### config.mk
export PLATFORM = sky130hd
export DESIGN_NAME = gnsi_div
export DESIGN_NICKNAME = d
export VERILOG_FILES = /design/src/rtl/grid_neighbor_similarity_index_macros.svh /design/src/rtl/gnsi_pkg.sv /design/src/rtl/gnsi_div.sv
export SDC_FILE = /design/constraint.sdc
export NUM_CORES = 1
export LEC_CHECK = 0
export BUFFER_PORTS_ARGS = -buffer_cell sky130_fd_sc_hd__buf_4
export CORE_UTILIZATION = 55
export DETAILED_ROUTE_END_ITERATION = 12
export PLACE_DENSITY_LB_ADDON = 0.3
export SLEW_MARGIN = 10
export SYNTH_ARGS = -nofsm -noshare
export SYNTH_HDL_FRONTEND = slang
export SYNTH_SLANG_ARGS = --single-unit
### constraint.sdc
create_clock -name clk -period 11.9 [get_ports clk]
set_input_delay 2.38 -clock clk [delete_from_list [all_inputs] [get_ports clk]]
set_output_delay 2.38 -clock clk [all_outputs]
set_load 0.005 [all_outputs]
### src/rtl/grid_neighbor_similarity_index_macros.svh
// assertion macros shared by the similarity index rtl
`ifndef GRID_NEIGHBOR_SIMILARITY_INDEX_MACROS_SVH
`define GRID_NEIGHBOR_SIMILARITY_INDEX_MACROS_SVH

// same-cycle implication, checked out of reset
`define GNSI_ASSERT_IMP(label, ante, cons) \
  label: assert property (@(posedge clk) disable iff (!rst_n) (ante) |-> (cons)) \
    else $error("gnsi same-cycle check failed");

// next-cycle implication, checked out of reset
`define GNSI_ASSERT_NXT(label, ante, cons) \
  label: assert property (@(posedge clk) disable iff (!rst_n) (ante) |=> (cons)) \
    else $error("gnsi next-cycle check failed");

`endif

### src/rtl/gnsi_pkg.sv
// shared widths, types, tables and helpers of the similarity index
`default_nettype none

package gnsi_pkg;

  localparam int MAX_SIDE = 64;
  localparam int CELLS    = MAX_SIDE * MAX_SIDE;
  localparam int SIDE_W   = $clog2(MAX_SIDE + 1);
  localparam int POS_W    = (MAX_SIDE > 1) ? $clog2(MAX_SIDE) : 1;
  localparam int ADDR_W   = (CELLS > 1) ? $clog2(CELLS) : 1;
  localparam int CNT_W    = $clog2(CELLS + 1);
  localparam int UNIT_DEN = 840;
  localparam int SUM_W    = $clog2(CELLS * UNIT_DEN + 1);
  localparam int RECIP_W  = $clog2(UNIT_DEN + 1);
  localparam int NCNT_W   = 4;
  localparam int PROD_W   = NCNT_W + RECIP_W;
  localparam int KIND_W   = 2;
  localparam int CFG_W    = 7;
  localparam int SIM_W    = 17;
  localparam int OCC_W    = 13;

  // cell codes
  localparam logic [KIND_W-1:0] KIND_EMPTY = 2'd0;
  localparam logic [KIND_W-1:0] KIND_A     = 2'd1;
  localparam logic [KIND_W-1:0] KIND_B     = 2'd2;

  // neighbor offsets, row then column
  localparam logic signed [1:0] NB_DR [8] = '{-2'sd1, -2'sd1, -2'sd1, 2'sd0,
                                              2'sd0, 2'sd1, 2'sd1, 2'sd1};
  localparam logic signed [1:0] NB_DC [8] = '{-2'sd1, 2'sd0, 2'sd1, -2'sd1,
                                              2'sd1, -2'sd1, 2'sd0, 2'sd1};

  // pass totals handed to the divider
  typedef struct packed {
    logic [SUM_W-1:0] sum;
    logic [CNT_W-1:0] tally;
  } gnsi_tot_t;

  // final quotient and occupied count
  typedef struct packed {
    logic [SIM_W-1:0] sim;
    logic [CNT_W-1:0] occ;
  } gnsi_res_t;

  // unknown code reads as empty
  function automatic logic [KIND_W-1:0] kind_norm(input logic [KIND_W-1:0] k);
    return (k == KIND_A || k == KIND_B) ? k : KIND_EMPTY;
  endfunction

  // 840 / n for n occupied neighbors, zero when none
  function automatic logic [RECIP_W-1:0] recip(input logic [NCNT_W-1:0] n);
    logic [RECIP_W-1:0] v;
    case (n)
      4'd1:    v = RECIP_W'(UNIT_DEN / 1);
      4'd2:    v = RECIP_W'(UNIT_DEN / 2);
      4'd3:    v = RECIP_W'(UNIT_DEN / 3);
      4'd4:    v = RECIP_W'(UNIT_DEN / 4);
      4'd5:    v = RECIP_W'(UNIT_DEN / 5);
      4'd6:    v = RECIP_W'(UNIT_DEN / 6);
      4'd7:    v = RECIP_W'(UNIT_DEN / 7);
      4'd8:    v = RECIP_W'(UNIT_DEN / 8);
      default: v = '0;
    endcase
    return v;
  endfunction

  // side register clamp: zero runs as one, oversize as the maximum
  function automatic logic [SIDE_W-1:0] side_clamp(input logic [CFG_W-1:0] v);
    logic [SIDE_W-1:0] s;
    if (v == '0) begin
      s = SIDE_W'(1);
    end else if (int'(v) > MAX_SIDE) begin
      s = SIDE_W'(MAX_SIDE);
    end else begin
      s = SIDE_W'(v);
    end
    return s;
  endfunction

endpackage

`default_nettype wire

### src/rtl/gnsi_div.sv
// bit-serial restoring divider: floor(65536 * sum / (840 * tally))
`default_nettype none

module gnsi_div
  import gnsi_pkg::*;
(
  input  wire logic      clk,
  input  wire logic      rst_n,
  input  wire logic      start,
  input  wire gnsi_tot_t tot,
  input  wire logic      ack,
  output logic           done,
  output gnsi_res_t      res
);

  localparam int DEN_W  = SUM_W;
  localparam int STEP_W = $clog2(SIM_W);

  localparam logic [1:0] DV_IDLE = 2'd0;
  localparam logic [1:0] DV_MUL  = 2'd1;
  localparam logic [1:0] DV_RUN  = 2'd2;
  localparam logic [1:0] DV_DONE = 2'd3;

  logic [1:0]        st_r, st_nxt;
  logic [SUM_W-1:0]  sum_r, sum_nxt;
  logic [CNT_W-1:0]  occ_r, occ_nxt;
  logic [DEN_W-1:0]  den_r, den_nxt;
  logic [DEN_W-1:0]  rem_r, rem_nxt;
  logic [SIM_W-1:0]  nb_r, nb_nxt;
  logic [SIM_W-1:0]  q_r, q_nxt;
  logic [STEP_W-1:0] cnt_r, cnt_nxt;

  logic [DEN_W:0]    trial;
  logic              ge;

  // one quotient bit per cycle
  always_comb begin
    trial = {rem_r, nb_r[SIM_W-1]};
    ge    = (trial >= {1'b0, den_r});
  end

  always_comb begin
    st_nxt  = st_r;
    sum_nxt = sum_r;
    occ_nxt = occ_r;
    den_nxt = den_r;
    rem_nxt = rem_r;
    nb_nxt  = nb_r;
    q_nxt   = q_r;
    cnt_nxt = cnt_r;
    unique case (st_r)
      DV_IDLE: begin
        if (start) begin
          sum_nxt = tot.sum;
          occ_nxt = tot.tally;
          st_nxt  = DV_MUL;
        end
      end
      DV_MUL: begin
        // divisor is tally in units of 1/840; numerator is sum shifted by 16
        den_nxt = DEN_W'(occ_r) * DEN_W'(UNIT_DEN);
        rem_nxt = DEN_W'(sum_r >> 1);
        nb_nxt  = SIM_W'(sum_r[0]) << (SIM_W - 1);
        q_nxt   = '0;
        cnt_nxt = '0;
        st_nxt  = (occ_r == '0) ? DV_DONE : DV_RUN;
      end
      DV_RUN: begin
        rem_nxt = ge ? DEN_W'(trial - {1'b0, den_r}) : DEN_W'(trial);
        nb_nxt  = nb_r << 1;
        q_nxt   = {q_r[SIM_W-2:0], ge};
        cnt_nxt = cnt_r + STEP_W'(1);
        if (cnt_r == STEP_W'(SIM_W - 1)) begin
          st_nxt = DV_DONE;
        end
      end
      DV_DONE: begin
        if (ack) begin
          st_nxt = DV_IDLE;
        end
      end
      default: begin
        st_nxt = DV_IDLE;
      end
    endcase
  end

  // control state
  always_ff @(posedge clk) begin
    if (!rst_n) begin
      st_r <= DV_IDLE;
    end else begin
      st_r <= st_nxt;
    end
  end

  // datapath
  always_ff @(posedge clk) begin
    sum_r <= sum_nxt;
    occ_r <= occ_nxt;
    den_r <= den_nxt;
    rem_r <= rem_nxt;
    nb_r  <= nb_nxt;
    q_r   <= q_nxt;
    cnt_r <= cnt_nxt;
  end

  assign done    = (st_r == DV_DONE);
  assign res.sim = q_r;
  assign res.occ = occ_r;

endmodule

`default_nettype wire

==> flow_summary.toml, run 1 <==
[status]
status = "finished with violations"
violations = "design-rule violations"

[sta]
finalSetupViolCount = 0
tightest_slew_ns = 1.13
skew_ns = 0.0157
slew_violations = 0
fin_crit_sh = 0.356
period_needed_ns = 4.24
slew_headroom = 0.248
max_freq_ghz = 0.236
setup_tns_ns = 0
hold_viol = 0
rsz0062_at_grt = "no"

[finish]
multiInputGateArea_mm2 = 0.00318
diodes = 0
fill_cells = 903
register_area_mm2 = 0.00301
syn2layout_area_growth_pct = 14.7
drive_above_1_share = 0.167
final_nets = 775

[logic_synthesis]
seq_area_frac_synth = 0.460
synth_area_leader_cell = "edfxtp_1"
syn_inst = 567
ys.warnings.count = 0
synth-edff-count = 99
synth.top_cell.area_share = 0.454
synth_commonest_cells = "edfxtp_1, ha_1, inv_1"
syn_area_per_cell_um2 = 11.6
syn_area_mm2 = 0.00656
synth_ff_type = "edfxtp_1"
yosysMostFrequentCell = "edfxtp_1"
synth_seq_cells = 101
syn-num-nets = 706
ys_types = 61
synthTopCellsByArea = "edfxtp_1, ha_1, fa_1"
async_flop_share = 0

[detailed_routing]
drtPass1Iterations = 8
drc = 4
vias = 4389
wire_per_inst_um = 16.6
ant_nets = 0
drt-vias-per-instance = 5.60
drt_iter0_markers = 191
wl_mm = 13.0

[critical_path]
cpMaxStageDelayCell = "fa_1"
critical_path.cell_chain = "inv_1 > ha_1 > fa_1 > ha_1 > inv_1 > fa_1 > inv_1 > ha_1 > nand2_1 > o21ai_0 > o41a_1 > o41ai_2 > o21ai_0 > a21oi_1 > xnor2_1"
crit_path_end_kind = "register"
cp.arrival_ns = 4.35
startpoint_type = "register"
cpPeakStageDelay_ns = 0.51
path_max_fanout = 6
worstSetupPathType = "register to register"
reg2reg_depth = 15
crit_required_ns = 12.01

[floorplanning]
ioPinCount = 70
die_area_mm2 = 0.0124
die_h_um = 111
start_util = 0.569
row_count = 39
coreArea_mm2 = 0.0115
die_w_um = 111

[clock_network]
cts.sinks = 101
cts_tree = "yes"
htreeDepth = 3
insertion_delay_ns = 0.37
hold_buffers = 0
post_cts_buffers = 0
cts_buffers = 9
post_cts_resized = 0
cts.root.buffer_cell = "clkbuf_16"
clk_path_buf_depth = 2
clk_pin_slew_ns = 0.08

[grt]
grt_max_degree = 63
grt_usage = 0.225
grt_pass1_vias = 4558
gr-total-overflow = 0
grt_pass1_wl_mm = 21.6
antenna_found_initial = 0

[placed_design]
hpwl_mm = 9.59
gp_congestion = 0.882
io_buffers = 69

[hold_path]
hold_depth = 1
hold_path.class = "register to register"

[flow_run]
drv_cap = 0
[layer usage]
| layer | global-route usage | up-vias | routed length [µm] |
|---|---|---|---|
| met1 | 0.284 | 2103 | 5850 |
| met2 | 0.374 | 94 | 6390 |
| met5 | 0 | - | 0 |
| met4 | 0.0838 | 0 | 324 |
| met3 | 0.0558 | 28 | 481 |
| li1 | - | 2164 | - |
[cell type report]
| type | instances | area share |
|---|---|---|
| clock buffers | 9 | 0.0300 |
| clock inverters | 7 | 0.0105 |
| inverters | 80 | 0.0399 |
| multi-input cells | 372 | 0.423 |
| flip-flops and latches | 101 | 0.401 |
| well taps | 143 | 0.0238 |
| repair buffers | 72 | 0.0719 |
[cells by family after synthesis]
kind of cell | after synthesis | share of synthesized area
AOI/OAI and AO/OA | 103 | 0.112
xor gates and xnor gates | 31 | 0.0414
adders and majority gates | 100 | 0.210
buffers and inverters | 94 | 0.0559
DFF | 101 | 0.460
muxes | 11 | 0.0174
and+or+nand+nor | 127 | 0.103
[worst max-delay path: cells and delay by family, from the launching register on]
| kind | cells | cell delay [ns] |
|---|---|---|
| AO/OA/AOI/OAI | 5 | 1.24 |
| XOR/XNOR | 1 | 0.08 |
| adder cells (fa/ha/maj) | 5 | 1.96 |
| buffers and inverters | 3 | 0.18 |
| flip-flops | 1 | 0.44 |
| AND/OR/NAND/NOR | 1 | 0.09 |
[flip-flops by register name (all words and copies together) (netlist names)]
register	cells
rem_r	22
sum_r	22
den_r	19
q_r	17
occ_r	13
cnt_r	5
st_r	2
nb_r	1
[worst paths after layout]
path	from	to	slack [ns]
worst max-delay path	occ_r[2]$_DFFE_PP_	den_r[21]$_DFFE_PP_	7.66
worst min-delay path	sum_r[0]$_DFFE_PP_	nb_r[16]$_SDFFCE_PP0P_	0.54
worst max register to register	occ_r[2]$_DFFE_PP_	den_r[21]$_DFFE_PP_	7.66
worst min register to register	sum_r[0]$_DFFE_PP_	nb_r[16]$_SDFFCE_PP0P_	0.54
[stage by stage]
stage	setup slack, ns	hold WS (ns)	utilization	instances	area [µm²]
after floorplan	8.04	0.509	-	567	6560
after global placement	7.87	0.515	0.626	768	7210
after detailed placement	7.73	0.521	0.626	768	7210
after CTS	7.65	0.540	0.653	784	7520
after global routing	7.42	0.572	0.653	784	7520
final	7.66	0.535	0.653	784	7520
[placed cells by master, fill, tap and decap left out, drive strengths merged, types with 3 or more instances in the layout]
| cell type | n |
|---|---|
| o221ai | 5 |
| nor2 | 31 |
| nand3 | 15 |
| o31ai | 3 |
| edfxtp | 99 |
| clkbuf | 9 |
| o21ai | 17 |
| and2 | 24 |
| or2 | 5 |
| nor2b | 7 |
| a21oi | 35 |
| fa | 17 |
| nand2b | 4 |
| nand4 | 6 |
| ha | 83 |
| mux2 | 3 |
| a21o | 5 |
| mux2i | 8 |
| nor3 | 7 |
| xnor2 | 19 |
| o21a | 7 |
| buf | 72 |
| a311oi | 3 |
| a31oi | 5 |
| nand2 | 16 |
| xor2 | 12 |
| inv | 83 |
Power of run 1 is left out: the tool's default activity adds up to more than one toggle a clock period on the data nets, which glitch-free logic cannot reach.
==> run 2: changes to the inputs <==
Clock period 11.9 ns to 4 ns, I/O delays scaled along.
==> run 2 against run 1 <==
Effect of this change:
- the run still ends with design-rule violations left
- non-clock buffer count is 16 higher
- first-iteration DRC count is 51% higher
- count of clock-buffer cells in the layout is 1 higher
- setup slack worse by 7.6 ns
- sequential cell count stayed put
- sequential share of layout area is 1.0 points lower
- wire length is 3.7% higher
- clock skew is 0.0016 ns lower
==> flow_summary.toml, run 2 (synthesized netlist as in run 1, its figures left out) <==
[status]
status = "finished with violations"
violations = "design-rule violations"

[grt]
antenna_found_initial = 0
gr-total-overflow = 0
grt_pass1_wl_mm = 22.1
grt_pass1_vias = 4610
grt_max_degree = 47
grt_usage = 0.229

[clock_network]
insertion_delay_ns = 0.36
cts.root.buffer_cell = "clkbuf_16"
htreeDepth = 3
cts_buffers = 9
clk_pin_slew_ns = 0.07
cts.sinks = 101
cts_tree = "yes"
clk_path_buf_depth = 2
hold_buffers = 0

[finish]
multiInputGateArea_mm2 = 0.00328
syn2layout_area_growth_pct = 17.7
register_area_mm2 = 0.00301
fill_cells = 844
final_common_cell = "edfxtp_1"
largest_registers = "rem_r (22), sum_r (22), den_r (19)"
diodes = 0
final_cell_mix = "edfxtp_1, buf_4, inv_1, ha_1, a21oi_1"
drive_above_1_share = 0.210
final_area_mm2 = 0.00772
final_nets = 791

[floorplanning]
row_count = 39
coreArea_mm2 = 0.0115
die_area_mm2 = 0.0124
die_h_um = 111
die_w_um = 111
ioPinCount = 70
start_util = 0.569

[sta]
rsz0062_at_grt = "yes"
finalSetupViolCount = 0
slew_headroom = 0.262
slew_violations = 0
fin_crit_sh = 0.976
skew_ns = 0.0141
period_needed_ns = 3.90
hold_viol = 0
max_freq_ghz = 0.256
tightest_slew_ns = 1.11

[detailed_routing]
drt-vias-per-instance = 5.57
drt_iter0_markers = 289
wire_per_inst_um = 16.9
vias = 4457
drtPass1Iterations = 9
ant_nets = 0
drc = 4
wl_mm = 13.5

[critical_path]
path_max_fanout = 4
crit_path_end_kind = "register"
worstSetupPathType = "register to register"
startpoint_type = "register"
crit_required_ns = 4.11
cp.arrival_ns = 4.01

[placed_design]
hpwl_mm = 9.67
gp_congestion = 0.866
io_buffers = 69
dpl-instance-area_mm2 = 0.00728

[hold_path]
hold_path.class = "register to register"

[flow_run]
drv_cap = 0
## run 2: cell count changes in the layout (fill, tap and decap cells not counted), sizes merged
cell,change
buf,+16
clkbuf,+1
clkinv,-1
clkinvlp,-1
inv,+1
## run 2: area by class of cell
| cell class | count | share of cell area |
|---|---|---|
| Clock buffer | 10 | 0.0297 |
| Sequential cell | 101 | 0.390 |
| Multi-Input combinational cell | 372 | 0.425 |
| Tap cell | 143 | 0.0232 |
| Timing Repair Buffer | 88 | 0.0861 |
| Inverter | 80 | 0.0389 |
| Clock inverter | 6 | 0.00697 |
## run 2: worst max-delay path, cell delays in order (launching register included)
cell      delay, ns
edfxtp_1       0.44
ha_1           0.32
inv_2          0.04
fa_1           0.50
inv_2          0.05
ha_4           0.21
fa_1           0.56
ha_4           0.23
nand2_2        0.06
o21ai_2        0.06
o41a_1         0.47
o41ai_4        0.28
o21bai_1       0.16
a21oi_2        0.18
xnor2_1        0.09
## run 2: final timing paths
kind,cells past startpoint,slack [ns],endpoint,from
setup / recovery,14,0.1,den_r[19]$_DFFE_PP_,occ_r[2]$_DFFE_PP_
hold / removal,1,0.54,nb_r[16]$_SDFFCE_PP0P_,sum_r[0]$_DFFE_PP_
hold reg to reg,1,0.54,nb_r[16]$_SDFFCE_PP0P_,sum_r[0]$_DFFE_PP_
setup reg to reg,14,0.1,den_r[19]$_DFFE_PP_,occ_r[2]$_DFFE_PP_
## run 2: layer usage
layer  vias to the layer above  track usage  routed length [µm]  share of wire
met2                        94        0.392                6680           0.49
met5                         -            0                   0              0
met3                        19       0.0536                 435          0.032
met4                         0       0.0775                 340          0.025
met1                      2152        0.285                6090           0.45
li1                       2192            -                   -              -
## run 2: timing repair
item / 4_1_cts / 5_1_grt
pin swaps: 5 / 19
setup buffers: 3 / 4
gates resized for setup: 4 / 18
endpoints found under the setup margin: 1 / 4
## run 2: per-stage QoR
stage / std cells / setup TNS [ns] / setup WS, ns / hold slack [ns] / util
global route: 800 / -0.0310 / -0.0310 / 0.569 / 0.670
CTS: 796 / 0 / 0.00758 / 0.553 / 0.662
floorplan: 567 / 0 / 0.137 / 0.509 / -
detailed placement: 777 / 0 / 0.00810 / 0.531 / 0.632
finish: 800 / 0 / 0.0952 / 0.544 / 0.670
global placement: 777 / 0 / 0.112 / 0.516 / 0.632
Power of run 2 is left out for the same reason.
==> run 3: changes to the inputs <==
Settings changed: CORE_MARGIN set to 10.
==> run 3 against run 2 <==
Effect of this change:
- the run now ends clean
- sequential share of layout area rose by 0.089 points
- utilization fell by 0.43 points
- hold slack improved by 0.010 ns
- critical path type unchanged
- clock skew fell by 0.0010 ns
- critical path depth rose by 1
- fmax fell by 0.42%
- largest cell class unchanged
==> flow_summary.toml, run 3 (synthesized netlist as in run 1, its figures left out) <==
[detailed_routing]
drtPass1Iterations = 5
drt_iter0_markers = 269
wl_mm = 14.1
ant_nets = 0
drc = 0
wire_per_inst_um = 17.7
vias = 4441
drt-vias-per-instance = 5.57

[grt]
grt_pass1_wl_mm = 23.4
antenna_found_initial = 0
grt_pass1_vias = 4777
grt_max_degree = 47
grt_usage = 0.175
gr-total-overflow = 0

[finish]
largest_registers = "rem_r (22), sum_r (22), den_r (19)"
final_cell_mix = "edfxtp_1, buf_4, inv_1"
fin_cells = 797
final_common_cell = "edfxtp_1"
syn2layout_area_growth_pct = 17.5
drive_above_1_share = 0.208
diodes = 0
final_nets = 788

[sta]
skew_ns = 0.0130
finalSetupViolCount = 0
hold_viol = 0
slew_headroom = 0.260
slew_violations = 0
tightest_slew_ns = 1.11
rsz0062_at_grt = "yes"
fin_crit_sh = 0.980
period_needed_ns = 3.92
max_freq_ghz = 0.255

[floorplanning]
start_util = 0.567
row_count = 39
coreArea_mm2 = 0.0116
die_area_mm2 = 0.0167
ioPinCount = 70
die_w_um = 129
die_h_um = 129

[clock_network]
cts_tree = "yes"
cts.sinks = 101
htreeDepth = 3
cts_buffers = 9
cts.root.buffer_cell = "clkbuf_16"
insertion_delay_ns = 0.36
clk_pin_slew_ns = 0.08
clk_path_buf_depth = 2

[placed_design]
io_buffers = 69
dp.cells = 777
hpwl_mm = 10.3
gp_congestion = 0.882

[status]
status = "completed"

[critical_path]
crit_path_end_kind = "register"
cp_num_buf_inv = 3
startpoint_type = "register"
cp.arrival_ns = 4.04
crit_required_ns = 4.11
worstSetupPathType = "register to register"
path_max_fanout = 5
crit_family = "adder cells"
critical_path.cell_chain = "inv_2 > ha_4 > fa_1 > ha_4 > inv_2 > fa_1 > inv_2 > ha_4 > nand2_2 > o21ai_2 > o41a_1 > o41ai_4 > o21bai_1 > a21oi_1 > xnor2_1"
cpMaxStageDelayCell = "fa_1"
cpPeakStageDelay_ns = 0.50

[hold_path]
hold_path.class = "register to register"

[flow_run]
drv_cap = 0
==> run 3: layout make-up <==
class	instances	area, µm²
clock buffers	9	225
inverters	80	300
well taps	143	179
repair buffers	85	638
flip-flops and latches	101	3010
clock inverters	7	65.1
multi-input cells	372	3280
fillers	847	3860
==> run 3: path summary, 6_finish.rpt <==
check / slack [ns] / end / cells after the start / start
worst max-delay path: 0.08 / den_r[19]$_DFFE_PP_ / 15 / occ_r[2]$_DFFE_PP_
worst min-delay path: 0.55 / nb_r[16]$_SDFFCE_PP0P_ / 1 / sum_r[0]$_DFFE_PP_
worst max register to register: 0.08 / den_r[19]$_DFFE_PP_ / 15 / occ_r[2]$_DFFE_PP_
worst min register to register: 0.55 / nb_r[16]$_SDFFCE_PP0P_ / 1 / sum_r[0]$_DFFE_PP_
==> run 3: metrics by stage <==
step / instance area (µm²) / setup TNS (ns) / setup slack [ns] / utilization / hold WS [ns]
4_1_cts: 7640 / 0 / 0.00586 / 0.661 / 0.558
6_report: 7700 / 0 / 0.0786 / 0.666 / 0.555
3_3_place_gp: 7280 / 0 / 0.106 / 0.630 / 0.514
3_5_place_dp: 7280 / -0.00533 / -0.00533 / 0.630 / 0.540
2_1_floorplan: 6560 / 0 / 0.137 / - / 0.509
5_1_grt: 7700 / -0.0548 / -0.0445 / 0.666 / 0.578
==> run 3: repair_timing <==
item | 4_1_cts | 5_1_grt
endpoints found under the setup margin | 2 | 4
pin swaps | 12 | 15
gates resized for setup | 8 | 11
setup buffers | 2 | 2
hold buffers | 0 | 0
==> run 3: per-layer routing <==
metal | wire, µm | share of wire | global-route usage | up-vias
li1 | - | - | - | 2181
met1 | 6240 | 0.44 | 0.214 | 2154
met2 | 7180 | 0.51 | 0.299 | 85
met3 | 459 | 0.033 | 0.0400 | 21
met4 | 230 | 0.016 | 0.0555 | 0
met5 | 0 | 0 | 0 | -
Power of run 3 is left out for the same reason.
