[src/rtl/grid_neighbor_similarity_index_macros.svh]
// assertion macros shared by the similarity index rtl
`ifndef GRID_NEIGHBOR_SIMILARITY_INDEX_MACROS_SVH
`define GRID_NEIGHBOR_SIMILARITY_INDEX_MACROS_SVH

// same-cycle implication, checked out of reset
`define GNSI_ASSERT_IMP(label, ante, cons) \
  label: assert property (@(posedge clk) disable iff (!rst_n) (ante) |-> (cons)) \
    else $error("gnsi same-cycle check failed");

// next-cycle implication, checked out of reset
`define GNSI_ASSERT_NXT(label, ante, cons) \
  label: assert property (@(posedge clk) disable iff (!rst_n) (ante) |=> (cons)) \
    else $error("gnsi next-cycle check failed");

`endif

[src/rtl/gnsi_pkg.sv]
// shared widths, types, tables and helpers of the similarity index
`default_nettype none

package gnsi_pkg;

  localparam int MAX_SIDE = 64;
  localparam int CELLS    = MAX_SIDE * MAX_SIDE;
  localparam int SIDE_W   = $clog2(MAX_SIDE + 1);
  localparam int POS_W    = (MAX_SIDE > 1) ? $clog2(MAX_SIDE) : 1;
  localparam int ADDR_W   = (CELLS > 1) ? $clog2(CELLS) : 1;
  localparam int CNT_W    = $clog2(CELLS + 1);
  localparam int UNIT_DEN = 840;
  localparam int SUM_W    = $clog2(CELLS * UNIT_DEN + 1);
  localparam int RECIP_W  = $clog2(UNIT_DEN + 1);
  localparam int NCNT_W   = 4;
  localparam int PROD_W   = NCNT_W + RECIP_W;
  localparam int KIND_W   = 2;
  localparam int CFG_W    = 7;
  localparam int SIM_W    = 17;
  localparam int OCC_W    = 13;

  // cell codes
  localparam logic [KIND_W-1:0] KIND_EMPTY = 2'd0;
  localparam logic [KIND_W-1:0] KIND_A     = 2'd1;
  localparam logic [KIND_W-1:0] KIND_B     = 2'd2;

  // neighbor offsets, row then column
  localparam logic signed [1:0] NB_DR [8] = '{-2'sd1, -2'sd1, -2'sd1, 2'sd0,
                                              2'sd0, 2'sd1, 2'sd1, 2'sd1};
  localparam logic signed [1:0] NB_DC [8] = '{-2'sd1, 2'sd0, 2'sd1, -2'sd1,
                                              2'sd1, -2'sd1, 2'sd0, 2'sd1};

  // pass totals handed to the divider
  typedef struct packed {
    logic [SUM_W-1:0] sum;
    logic [CNT_W-1:0] tally;
  } gnsi_tot_t;

  // final quotient and occupied count
  typedef struct packed {
    logic [SIM_W-1:0] sim;
    logic [CNT_W-1:0] occ;
  } gnsi_res_t;

  // unknown code reads as empty
  function automatic logic [KIND_W-1:0] kind_norm(input logic [KIND_W-1:0] k);
    return (k == KIND_A || k == KIND_B) ? k : KIND_EMPTY;
  endfunction

  // 840 / n for n occupied neighbors, zero when none
  function automatic logic [RECIP_W-1:0] recip(input logic [NCNT_W-1:0] n);
    logic [RECIP_W-1:0] v;
    case (n)
      4'd1:    v = RECIP_W'(UNIT_DEN / 1);
      4'd2:    v = RECIP_W'(UNIT_DEN / 2);
      4'd3:    v = RECIP_W'(UNIT_DEN / 3);
      4'd4:    v = RECIP_W'(UNIT_DEN / 4);
      4'd5:    v = RECIP_W'(UNIT_DEN / 5);
      4'd6:    v = RECIP_W'(UNIT_DEN / 6);
      4'd7:    v = RECIP_W'(UNIT_DEN / 7);
      4'd8:    v = RECIP_W'(UNIT_DEN / 8);
      default: v = '0;
    endcase
    return v;
  endfunction

  // side register clamp: zero runs as one, oversize as the maximum
  function automatic logic [SIDE_W-1:0] side_clamp(input logic [CFG_W-1:0] v);
    logic [SIDE_W-1:0] s;
    if (v == '0) begin
      s = SIDE_W'(1);
    end else if (int'(v) > MAX_SIDE) begin
      s = SIDE_W'(MAX_SIDE);
    end else begin
      s = SIDE_W'(v);
    end
    return s;
  endfunction

endpackage

`default_nettype wire

[src/rtl/gnsi_scan.sv]
// neighbor scan sequencer: walks the stored grid one ram read per cycle
`default_nettype none

module gnsi_scan
  import gnsi_pkg::*;
(
  input  wire logic              clk,
  input  wire logic              rst_n,
  input  wire logic              start,
  input  wire logic [SIDE_W-1:0] side,
  output logic      [ADDR_W-1:0] rd_addr,
  input  wire logic [KIND_W-1:0] rd_data,
  output logic                   done,
  output gnsi_tot_t              tot
);

  localparam logic [2:0] SC_IDLE  = 3'd0;
  localparam logic [2:0] SC_SELF  = 3'd1;
  localparam logic [2:0] SC_SELFW = 3'd2;
  localparam logic [2:0] SC_NB    = 3'd3;
  localparam logic [2:0] SC_ACC   = 3'd4;
  localparam logic [2:0] SC_ADD   = 3'd5;
  localparam logic [2:0] SC_FIN   = 3'd6;

  logic [2:0]        st_r, st_nxt;
  logic [POS_W-1:0]  row_r, row_nxt;
  logic [POS_W-1:0]  col_r, col_nxt;
  logic [ADDR_W-1:0] idx_r, idx_nxt;
  logic [NCNT_W-1:0] k_r, k_nxt;
  logic              ok_r, ok_nxt;
  logic [KIND_W-1:0] self_r, self_nxt;
  logic [NCNT_W-1:0] same_r, same_nxt;
  logic [NCNT_W-1:0] occn_r, occn_nxt;
  logic [PROD_W-1:0] prod_r, prod_nxt;
  logic [SUM_W-1:0]  sum_r, sum_nxt;
  logic [CNT_W-1:0]  tally_r, tally_nxt;

  logic [POS_W-1:0]  side_m1;
  logic [2:0]        kidx;
  logic              dr_neg, dr_pos, dc_neg, dc_pos;
  logic [ADDR_W-1:0] side_a, row_off, col_off, nb_addr;
  logic              nb_inb;
  logic [KIND_W-1:0] rd_kind;
  logic              last_cell;

  // neighbor address and bounds for offset k
  always_comb begin
    side_m1 = POS_W'(side - SIDE_W'(1));
    kidx    = k_r[2:0];
    dr_neg  = (NB_DR[kidx] < 0);
    dr_pos  = (NB_DR[kidx] > 0);
    dc_neg  = (NB_DC[kidx] < 0);
    dc_pos  = (NB_DC[kidx] > 0);
    side_a  = ADDR_W'(side);
    row_off = dr_neg ? (~side_a + ADDR_W'(1)) : (dr_pos ? side_a : '0);
    col_off = dc_neg ? '1 : (dc_pos ? ADDR_W'(1) : '0);
    nb_addr = idx_r + row_off + col_off;
    nb_inb  = !(dr_neg && row_r == '0) && !(dr_pos && row_r == side_m1) &&
              !(dc_neg && col_r == '0) && !(dc_pos && col_r == side_m1);
    rd_kind   = kind_norm(rd_data);
    last_cell = (row_r == side_m1) && (col_r == side_m1);
  end

  assign rd_addr = (st_r == SC_NB) ? nb_addr : idx_r;

  // sequencer
  always_comb begin
    st_nxt    = st_r;
    row_nxt   = row_r;
    col_nxt   = col_r;
    idx_nxt   = idx_r;
    k_nxt     = k_r;
    ok_nxt    = ok_r;
    self_nxt  = self_r;
    same_nxt  = same_r;
    occn_nxt  = occn_r;
    prod_nxt  = prod_r;
    sum_nxt   = sum_r;
    tally_nxt = tally_r;
    unique case (st_r)
      SC_IDLE: begin
        if (start) begin
          row_nxt   = '0;
          col_nxt   = '0;
          idx_nxt   = '0;
          sum_nxt   = '0;
          tally_nxt = '0;
          st_nxt    = SC_SELF;
        end
      end
      SC_SELF: begin
        st_nxt = SC_SELFW;
      end
      SC_SELFW: begin
        if (rd_kind != KIND_EMPTY) begin
          self_nxt  = rd_kind;
          tally_nxt = tally_r + CNT_W'(1);
          same_nxt  = '0;
          occn_nxt  = '0;
          k_nxt     = '0;
          ok_nxt    = 1'b0;
          st_nxt    = SC_NB;
        end else if (last_cell) begin
          st_nxt = SC_FIN;
        end else begin
          st_nxt  = SC_SELF;
          idx_nxt = idx_r + ADDR_W'(1);
          if (col_r == side_m1) begin
            col_nxt = '0;
            row_nxt = row_r + POS_W'(1);
          end else begin
            col_nxt = col_r + POS_W'(1);
          end
        end
      end
      SC_NB: begin
        // data of the previous offset arrives while the next is issued
        if (k_r != '0 && ok_r && rd_kind != KIND_EMPTY) begin
          occn_nxt = occn_r + NCNT_W'(1);
          if (rd_kind == self_r) begin
            same_nxt = same_r + NCNT_W'(1);
          end
        end
        ok_nxt = nb_inb;
        k_nxt  = k_r + NCNT_W'(1);
        if (k_r == NCNT_W'(8)) begin
          st_nxt = SC_ACC;
        end
      end
      SC_ACC: begin
        prod_nxt = PROD_W'(same_r) * PROD_W'(recip(occn_r));
        st_nxt   = SC_ADD;
      end
      SC_ADD: begin
        sum_nxt = sum_r + SUM_W'(prod_r);
        if (last_cell) begin
          st_nxt = SC_FIN;
        end else begin
          st_nxt  = SC_SELF;
          idx_nxt = idx_r + ADDR_W'(1);
          if (col_r == side_m1) begin
            col_nxt = '0;
            row_nxt = row_r + POS_W'(1);
          end else begin
            col_nxt = col_r + POS_W'(1);
          end
        end
      end
      SC_FIN: begin
        st_nxt = SC_IDLE;
      end
      default: begin
        st_nxt = SC_IDLE;
      end
    endcase
  end

  // control state
  always_ff @(posedge clk) begin
    if (!rst_n) begin
      st_r <= SC_IDLE;
    end else begin
      st_r <= st_nxt;
    end
  end

  // datapath
  always_ff @(posedge clk) begin
    row_r   <= row_nxt;
    col_r   <= col_nxt;
    idx_r   <= idx_nxt;
    k_r     <= k_nxt;
    ok_r    <= ok_nxt;
    self_r  <= self_nxt;
    same_r  <= same_nxt;
    occn_r  <= occn_nxt;
    prod_r  <= prod_nxt;
    sum_r   <= sum_nxt;
    tally_r <= tally_nxt;
  end

  assign done      = (st_r == SC_FIN);
  assign tot.sum   = sum_r;
  assign tot.tally = tally_r;

endmodule

`default_nettype wire

[config.mk]
export PLATFORM = sky130hd
export DESIGN_NAME = gnsi_scan
export DESIGN_NICKNAME = d
export VERILOG_FILES = /design/src/rtl/grid_neighbor_similarity_index_macros.svh /design/src/rtl/gnsi_pkg.sv /design/src/rtl/gnsi_scan.sv
export SDC_FILE = /design/constraint.sdc
export NUM_CORES = 1
export LEC_CHECK = 0
export ABC_AREA = 0
export BUFFER_PORTS_ARGS = -buffer_cell sky130_fd_sc_hd__buf_2
export CAP_MARGIN = 15
export CORE_MARGIN = 4
export CORE_UTILIZATION = 25
export CTS_BUF_LIST = sky130_fd_sc_hd__clkbuf_8
export DETAILED_ROUTE_END_ITERATION = 16
export GPL_TIMING_DRIVEN = 0
export SLEW_MARGIN = 20
export SYNTH_ARGS = -nofsm -noshare
export SYNTH_HDL_FRONTEND = slang
export SYNTH_SLANG_ARGS = --single-unit
[constraint.sdc]
create_clock -name clk -period 5.08 [get_ports clk]
set_clock_uncertainty 0.05 [all_clocks]
set_input_delay 0.254 -clock clk [delete_from_list [all_inputs] [get_ports clk]]
set_output_delay 0.254 -clock clk [all_outputs]
set_load 0.05 [all_outputs]
==> run summary, run 1 <==
=================================================================================================================
Run status .........................................................................................    completed
Multiplexer area fraction after synthesis ..........................................................       0.0110
Die outline height .................................................................................  190 microns
Avg Cell Area, Syn .................................................................................   9.35 sq um
DIE AREA ........................................................................................... 0.0361 sq mm
Startpoint of the worst hold path ..................................................................        rst_n
Filler Cell Count ..................................................................................         3421
Count of endpoints failing hold in the final timing report .........................................            0
Required time of the worst setup path ..............................................................      4.78 ns
Final ANT Viol Nets ................................................................................            0
Destination of the worst hold path .................................................................      st_r[2]
Type of the worst setup path .......................................................................      reg2out
Type of the most critical hold path ................................................................       in2reg
Warnings from Yosys ................................................................................            0
Dominant synthesized flop cell ..................................................................... sky130_fd_sc_hd__edfxtp_1
Cell types occupying the most area after synthesis ................................................. sky130_fd_sc_hd__edfxtp_1 32%, sky130_fd_sc_hd__ha_1 9.7%, sky130_fd_sc_hd__fa_1 7.0%, sky130_fd_sc_hd__nor2_1 3.9%, sky130_fd_sc_hd__xnor2_1 3.6%
Number of vias in the routed layout ................................................................         6589
P_sw ...............................................................................................   0.000771 W
Number of remaining DRC errors .....................................................................            0
Final core occ .....................................................................................        0.293
Clock Root Buffer .................................................................................. sky130_fd_sc_hd__clkbuf_8
Placeable Area ..................................................................................... 0.0326 sq mm
Main combinational cell family by area after synthesis ............................................. simple AND/OR/NAND/NOR gates
Cell count after synthesis .........................................................................          886
Largest fanout on the critical path ................................................................            8
Routed WL per cell ................................................................................. 13.7 microns
Overall routing resource usage .....................................................................        0.108
Peak Freq ..........................................................................................      207 MHz
Post-Synthesis Cell Area ........................................................................... 0.00828 sq mm
Power per Cell Area ................................................................................  233 mW/mm^2
Number of antenna violations at the first check in global routing ..................................            1
Hold-fix buffers at CTS ............................................................................            0
Number of cells traversed by the worst register-to-register path ...................................           13
CTS tree ...........................................................................................        built
Cell row count .....................................................................................           66
Sequential share of the synthesized area ...........................................................        0.350
Kind of cell adding the most delay to the critical path ............................................  adder cells
List of most frequent post-synthesis cells ......................................................... 88 x sky130_fd_sc_hd__edfxtp_1, 86 x sky130_fd_sc_hd__nor2_1, 78 x sky130_fd_sc_hd__inv_1
Worst reg2reg setup slack ..........................................................................      0.75 ns
Share of the cycle needed by the critical path after routing .......................................        0.950
Most common cell on crit path ...................................................................... sky130_fd_sc_hd__fa_1
Storage element area ............................................................................... 0.00290 sq mm
Clock group share of total power ...................................................................        0.277
IO Pins ............................................................................................           60
Most area-hungry cell type in the Yosys netlist .................................................... sky130_fd_sc_hd__edfxtp_1
Max H-tree Level ...................................................................................            3
Relative max-transition margin .....................................................................        0.291
Leak Pwr ...........................................................................................      3.88 nW
Share of cells above drive strength 1 ..............................................................        0.130
Port Buffer Count ..................................................................................           58
Simple-Gate Fraction of Synth Area .................................................................        0.196
Synth async-reset ratio ............................................................................            0
Internal power consumption .........................................................................    0.00145 W
Critical path, cell by cell ........................................................................ ha_1, inv_1, ha_4, nor3_4, a21o_1, a22oi_2, fa_1, fa_1, nand2b_1, a21oi_4, o31ai_4, a2111oi_4, o21ai_0, a21oi_1, xor2_1, buf_4
Cell with the most instances after synthesis ....................................................... sky130_fd_sc_hd__edfxtp_1
Worst setup SP type ................................................................................         flop
R2R Path End .......................................................................................   prod_r[12]
Buffers from clock root to sink, at most ...........................................................            2
Post-synth EDFFs ...................................................................................           88
Net total in the final layout ......................................................................         1067
Via count of the first global-routing pass .........................................................         6413
DR vias/cell .......................................................................................         4.68
CTS Buf Count ......................................................................................            9
Synth Area in Compound Gates .......................................................................        0.152
Initial detailed-routing violation count ...........................................................          382
Max-capacitance violation count ....................................................................            0
Yosys cell types ...................................................................................           72
Peak per-stage delay on the critical path ..........................................................      0.49 ns
Fin Setup TNS ......................................................................................         0 ns
Final HPWL from detailed placement ................................................................. 15000 microns
Worst hold stages ..................................................................................            3
Number of diodes ...................................................................................            0
Transition time of the tightest slew-check pin .....................................................      1.04 ns
Share of total power consumed by net switching .....................................................        0.347
Share of the synthesized area in the top cell type .................................................        0.319
Element type at the critical path end .............................................................. primary output
Post-detailed-routing wire length .................................................................. 19400 microns
Xor/xnor share of the synthesized area .............................................................       0.0695
Signal arrival time at the worst endpoint ..........................................................      4.52 ns
Syn Nets ...........................................................................................          991
Effective utilization at floorplan .................................................................        0.254
Peak VDD IR ........................................................................................       100 uV
Post-synthesis register bit count ..................................................................          101
Clock transition at path regs ......................................................................      0.12 ns
Share of power burned in registers .................................................................        0.450
Share of power burned in combinational logic .......................................................        0.273
GP Congestion ......................................................................................        0.825
Latest clock arrival within the worst-skew pair ....................................................      0.39 ns
Critical R2R Launch ................................................................................    same_r[2]
Overall die width ..................................................................................  190 microns
Arithmetic-cell share of the synthesized area counting full adders, half adders and majority gates .        0.167
Bufs and invs on worst path ........................................................................            2
Layout Area Growth over Synthesis ..................................................................        15.3%
Sink Count .........................................................................................          101
DRT Pass-1 Iters ...................................................................................            5
Setup violators final ..............................................................................            0
Multi-input gate area .............................................................................. 0.00503 sq mm
GRT overflow .......................................................................................            0
Pin count of the biggest net entering global routing ...............................................           25
Cell with the largest stage delay on the worst path ................................................ sky130_fd_sc_hd__fa_1
Final period demand of the worst path ..............................................................      4.83 ns
Number of max-slew violations in the final report ..................................................            0
Wire length of the first global-routing pass ....................................................... 32500 microns
=================================================================================================================
## cells by family after synthesis
group,Yosys count
muxes,9
xor gates and xnor gates,61
adders and majority gates,93
DFF,101
buffers and inverters,112
AOI/OAI and AO/OA,188
and+or+nand+nor,322
## per-stage QoR
stage	power (W)	instance area [sq um]	setup WS [ns]	hold slack, ns	std cells
floorplan	0.00146	8280	0.176	0.327	886
global placement	0.00159	9130	-0.412	0.489	1386
detailed placement	0.00160	9190	-0.410	0.490	1388
CTS	0.00222	9480	0.0117	0.0681	1406
global route	0.00234	9550	-0.00824	0.0879	1409
finish	0.00222	9550	0.253	0.0914	1409
## state kept, by name, summed over array words and instances, names as in the netlist, 3 cells and up, named ones only
signal,count
same_r,4
k_r,4
sum_r,22
row_r,6
st_r,3
occn_r,4
tally_r,13
prod_r,14
col_r,6
idx_r,12
## layer usage
metal / vias to the layer above / part of all wire / global-route usage
met5: - / 0.00057 / 0
met4: 2 / 0.012 / 0.0287
met3: 17 / 0.041 / 0.0121
met2: 133 / 0.45 / 0.173
met1: 3145 / 0.50 / 0.154
li1: 3292 / - / -
## power groups by stage
stage / sequential, W / combinational, W / clock (W)
after global placement: 0.00102 / 0.000566 / 0
after CTS: 0.00100 / 0.000595 / 0.000629
after detailed placement: 0.00102 / 0.000581 / 0
after floorplan: 0.00107 / 0.000384 / 0
final: 0.00100 / 0.000606 / 0.000616
after global routing: 0.00101 / 0.000679 / 0.000655
## what timing repair did
item                       in CTS  in global routing
gates cloned                    0                  0
setup endpoints to repair       4                  1
pin swaps                       1                  1
resized for setup              11                  8
buffers inserted                3                  3
## area by class of cell
class,instances,share of cell area
plain buffers,33,0.0172
clock buffers,9,0.0130
clock inverters,7,0.0110
inverters,78,0.0307
multi-input cells,673,0.527
flip-flops and latches,101,0.304
well taps,442,0.0579
repair buffers,66,0.0390
## worst max-delay path by stage
stage               startpoint     endpoint  cells past startpoint
floorplan               k_r[0]  rd_addr[11]                     16
finish                  k_r[1]  rd_addr[11]                     16
global placement        k_r[0]  rd_addr[11]                     17
CTS                     k_r[1]  rd_addr[11]                     18
global route            k_r[1]  rd_addr[11]                     16
detailed placement      k_r[0]  rd_addr[11]                     19
## worst reg2reg max path, stage by stage (launching register included)
cell	delay (ns)
sky130_fd_sc_hd__edfxtp_1	0.40
sky130_fd_sc_hd__clkbuf_1	0.35
sky130_fd_sc_hd__nand2_1	0.14
sky130_fd_sc_hd__fa_1	0.51
sky130_fd_sc_hd__fa_1	0.54
sky130_fd_sc_hd__inv_1	0.07
sky130_fd_sc_hd__fa_1	0.45
sky130_fd_sc_hd__a21o_1	0.19
sky130_fd_sc_hd__a21oi_1	0.23
sky130_fd_sc_hd__o21bai_1	0.11
sky130_fd_sc_hd__a2111oi_0	0.63
sky130_fd_sc_hd__o31ai_1	0.15
sky130_fd_sc_hd__a21oi_1	0.19
sky130_fd_sc_hd__xnor2_1	0.08
## cells in the final DEF, fill, tap and decap left out, drive strengths merged, types with 24 or more instances in the layout
| cell type | netlist | routed |
|---|---|---|
| a21oi | 51 | 51 |
| xor2 | 24 | 24 |
| fa | 29 | 29 |
| nand2 | 77 | 77 |
| o21ai | 35 | 35 |
| buf | 10 | 76 |
| nand3 | 24 | 24 |
| and2 | 32 | 32 |
| nor2 | 87 | 87 |
| xnor2 | 34 | 34 |
| edfxtp | 88 | 88 |
| ha | 64 | 64 |
| inv | 78 | 81 |
| clkbuf | 24 | 32 |
(Power assumes the default switching activity.)
==> run 2: changes to the inputs <==
==> constraint.sdc (replaced) <==
create_clock -name clk -period 6.2 [get_ports clk]
set_clock_uncertainty 0.05 [all_clocks]
set_input_delay 0.31 -clock clk [delete_from_list [all_inputs] [get_ports clk]]
set_output_delay 0.31 -clock clk [all_outputs]
set_load 0.05 [all_outputs]
==> run 2 against run 1 <==
Effect of this change:
- final cell count fell by 0.35%
- utilization fell by 0.39 points
- total power fell by 19%
- sequential power fell by 18%
- first-iteration DRC count rose by 3.1%
- sequential share of layout area rose by 0.41 points
- global-route usage fell by 0.058 points
- non-clock buffer count fell by 5
- design area fell by 1.3%
- via count fell by 0.74%
==> run summary, run 2 (synthesis results as in run 1) <==
================================================================================
Effective utilization at floorplan ................................        0.254
Number of cells traversed by the worst register-to-register path ..           13
Largest fanout on the critical path ...............................           10
Layout Area Growth over Synthesis .................................        13.7%
Max-capacitance violation count ...................................            0
Via count of the first global-routing pass ........................         6395
Most common library cell in the layout ignoring fill and taps ..... sky130_fd_sc_hd__edfxtp_1
Type of the worst setup path ......................................      reg2out
Setup violators final .............................................            0
Buffers from clock root to sink, at most ..........................            2
Sink Count ........................................................          101
Filler Cell Count .................................................         3426
CTS tree ..........................................................        built
Final ANT Viol Nets ...............................................            0
GRT overflow ......................................................            0
Pin count of the biggest net entering global routing ..............           25
Run status ........................................................    completed
Final HPWL from detailed placement ................................ 15000 microns
Required time of the worst setup path .............................      5.84 ns
Post-CTS Setup Repair Bufs ........................................            0
Post-route cell area .............................................. 0.00942 sq mm
Worst hold stages .................................................            3
Signal arrival time at the worst endpoint .........................      5.35 ns
Overall routing resource usage ....................................        0.107
Routed WL per cell ................................................ 13.7 microns
Startpoint of the worst hold path .................................        rst_n
Placeable Area .................................................... 0.0326 sq mm
Number of remaining DRC errors ....................................            0
Critical R2R Launch ...............................................    same_r[2]
Registers with the highest flip-flop counts ....................... sum_r (22), prod_r (14), tally_r (13)
Area after DPL .................................................... 0.00919 sq mm
Wire length of the first global-routing pass ...................... 32400 microns
Initial detailed-routing violation count ..........................          394
Final period demand of the worst path .............................      5.71 ns
Hold-fix buffers at CTS ...........................................            0
Count of endpoints failing hold in the final timing report ........            0
GP Congestion .....................................................        0.825
Top reg by flops ..................................................        sum_r
Die outline height ................................................  190 microns
Cell row count ....................................................           66
Destination of the worst hold path ................................      st_r[2]
Share of cells above drive strength 1 .............................        0.117
Number of antenna violations at the first check in global routing .            1
Element type at the critical path end ............................. primary output
Transition time of the tightest slew-check pin ....................      1.02 ns
Most frequent cells in the layout ................................. 88 x sky130_fd_sc_hd__edfxtp_1, 85 x sky130_fd_sc_hd__nor2_1, 78 x sky130_fd_sc_hd__inv_1
Fin Setup TNS .....................................................         0 ns
Overall die width .................................................  190 microns
Worst reg2reg setup slack .........................................      1.84 ns
Port Buffer Count .................................................           58
Max H-tree Level ..................................................            3
Number of max-slew violations in the final report .................            0
Leak Pwr ..........................................................      3.85 nW
Post-detailed-routing wire length ................................. 19200 microns
Relative max-transition margin ....................................        0.300
Power per Cell Area ...............................................  191 mW/mm^2
Share of the cycle needed by the critical path after routing ......        0.921
Net total in the final layout .....................................         1062
Number of vias in the routed layout ...............................         6540
Resized cells post-CTS ............................................            0
Peak Freq .........................................................      175 MHz
DRT Pass-1 Iters ..................................................            6
Number of diodes ..................................................            0
CTS Buf Count .....................................................            9
Clock Root Buffer ................................................. sky130_fd_sc_hd__clkbuf_8
Worst setup SP type ...............................................         flop
DR vias/cell ......................................................         4.66
IO Pins ...........................................................           60
Type of the most critical hold path ...............................       in2reg
DIE AREA .......................................................... 0.0361 sq mm
RSZ-0062 raised after global routing ..............................           no
Peak VDD IR .......................................................      80.9 uV
Flip-flop count of the largest register after layout ..............           22
Latest clock arrival within the worst-skew pair ...................      0.39 ns
Clock transition at path regs .....................................      0.13 ns
R2R Path End ......................................................   prod_r[12]
================================================================================
[run 2: report_power, final]
group / switching, W / total (W) / internal [W]
clock: 0.000269 / 0.000503 / 0.000234
sequential: 0.0000392 / 0.000820 / 0.000781
combinational: 0.000310 / 0.000477 / 0.000167
total: 0.000619 / 0.00180 / 0.00118
[run 2: worst max path at each step]
stage | startpoint | end | cells past startpoint
floorplan | k_r[0] | rd_addr[11] | 16
global placement | k_r[0] | rd_addr[11] | 17
detailed placement | k_r[0] | rd_addr[11] | 19
CTS | k_r[0] | rd_addr[11] | 19
global route | k_r[0] | rd_addr[11] | 19
finish | k_r[0] | rd_addr[11] | 19
[run 2: layout make-up]
class                      count  area (sq um)  share of cell area
buffer                        34           164              0.0174
clock buffer                   9           124              0.0131
clock inverter                 7           105              0.0112
inverter                      78           293              0.0311
multi-input combinational    673          4960               0.526
sequential                   101          2900               0.308
tap                          442           553              0.0587
timing repair buffer          60           325              0.0345
[run 2: per-stage QoR]
step	setup WS, ns	cells	total power, W	hold WS, ns	utilization
6_report	0.487	1404	0.00180	0.150	0.289
4_1_cts	0.193	1404	0.00182	0.124	0.289
2_1_floorplan	1.24	886	0.00119	0.383	-
5_1_grt	0.0931	1404	0.00190	0.144	0.289
3_5_place_dp	0.654	1388	0.00131	0.546	0.282
3_3_place_gp	0.652	1386	0.00130	0.545	0.280
[run 2: layer usage]
metal  global-route usage  up-vias  routed length, microns
li1                     -     3281                       -
met1                0.153     3118                    9570
met2                0.172      121                    8640
met3               0.0127       18                     706
met4               0.0289        2                     252
met5                    0        -                      11
[run 2: worst max-delay path: stages (launching register included)]
cell and delay (ns):
sky130_fd_sc_hd__edfxtp_1 0.51, sky130_fd_sc_hd__ha_1 0.24, sky130_fd_sc_hd__inv_1 0.05, sky130_fd_sc_hd__ha_1 0.13, sky130_fd_sc_hd__clkbuf_1 0.33, sky130_fd_sc_hd__clkbuf_1 0.39, sky130_fd_sc_hd__a22oi_1 0.20, sky130_fd_sc_hd__fa_1 0.46
sky130_fd_sc_hd__inv_1 0.06, sky130_fd_sc_hd__ha_1 0.17, sky130_fd_sc_hd__inv_1 0.05, sky130_fd_sc_hd__fa_1 0.38, sky130_fd_sc_hd__nand2b_1 0.19, sky130_fd_sc_hd__a21oi_1 0.23, sky130_fd_sc_hd__o31ai_1 0.15, sky130_fd_sc_hd__a2111oi_1 0.49
sky130_fd_sc_hd__o21ai_0 0.15, sky130_fd_sc_hd__a21oi_1 0.20, sky130_fd_sc_hd__xor2_1 0.26, sky130_fd_sc_hd__buf_2 0.31
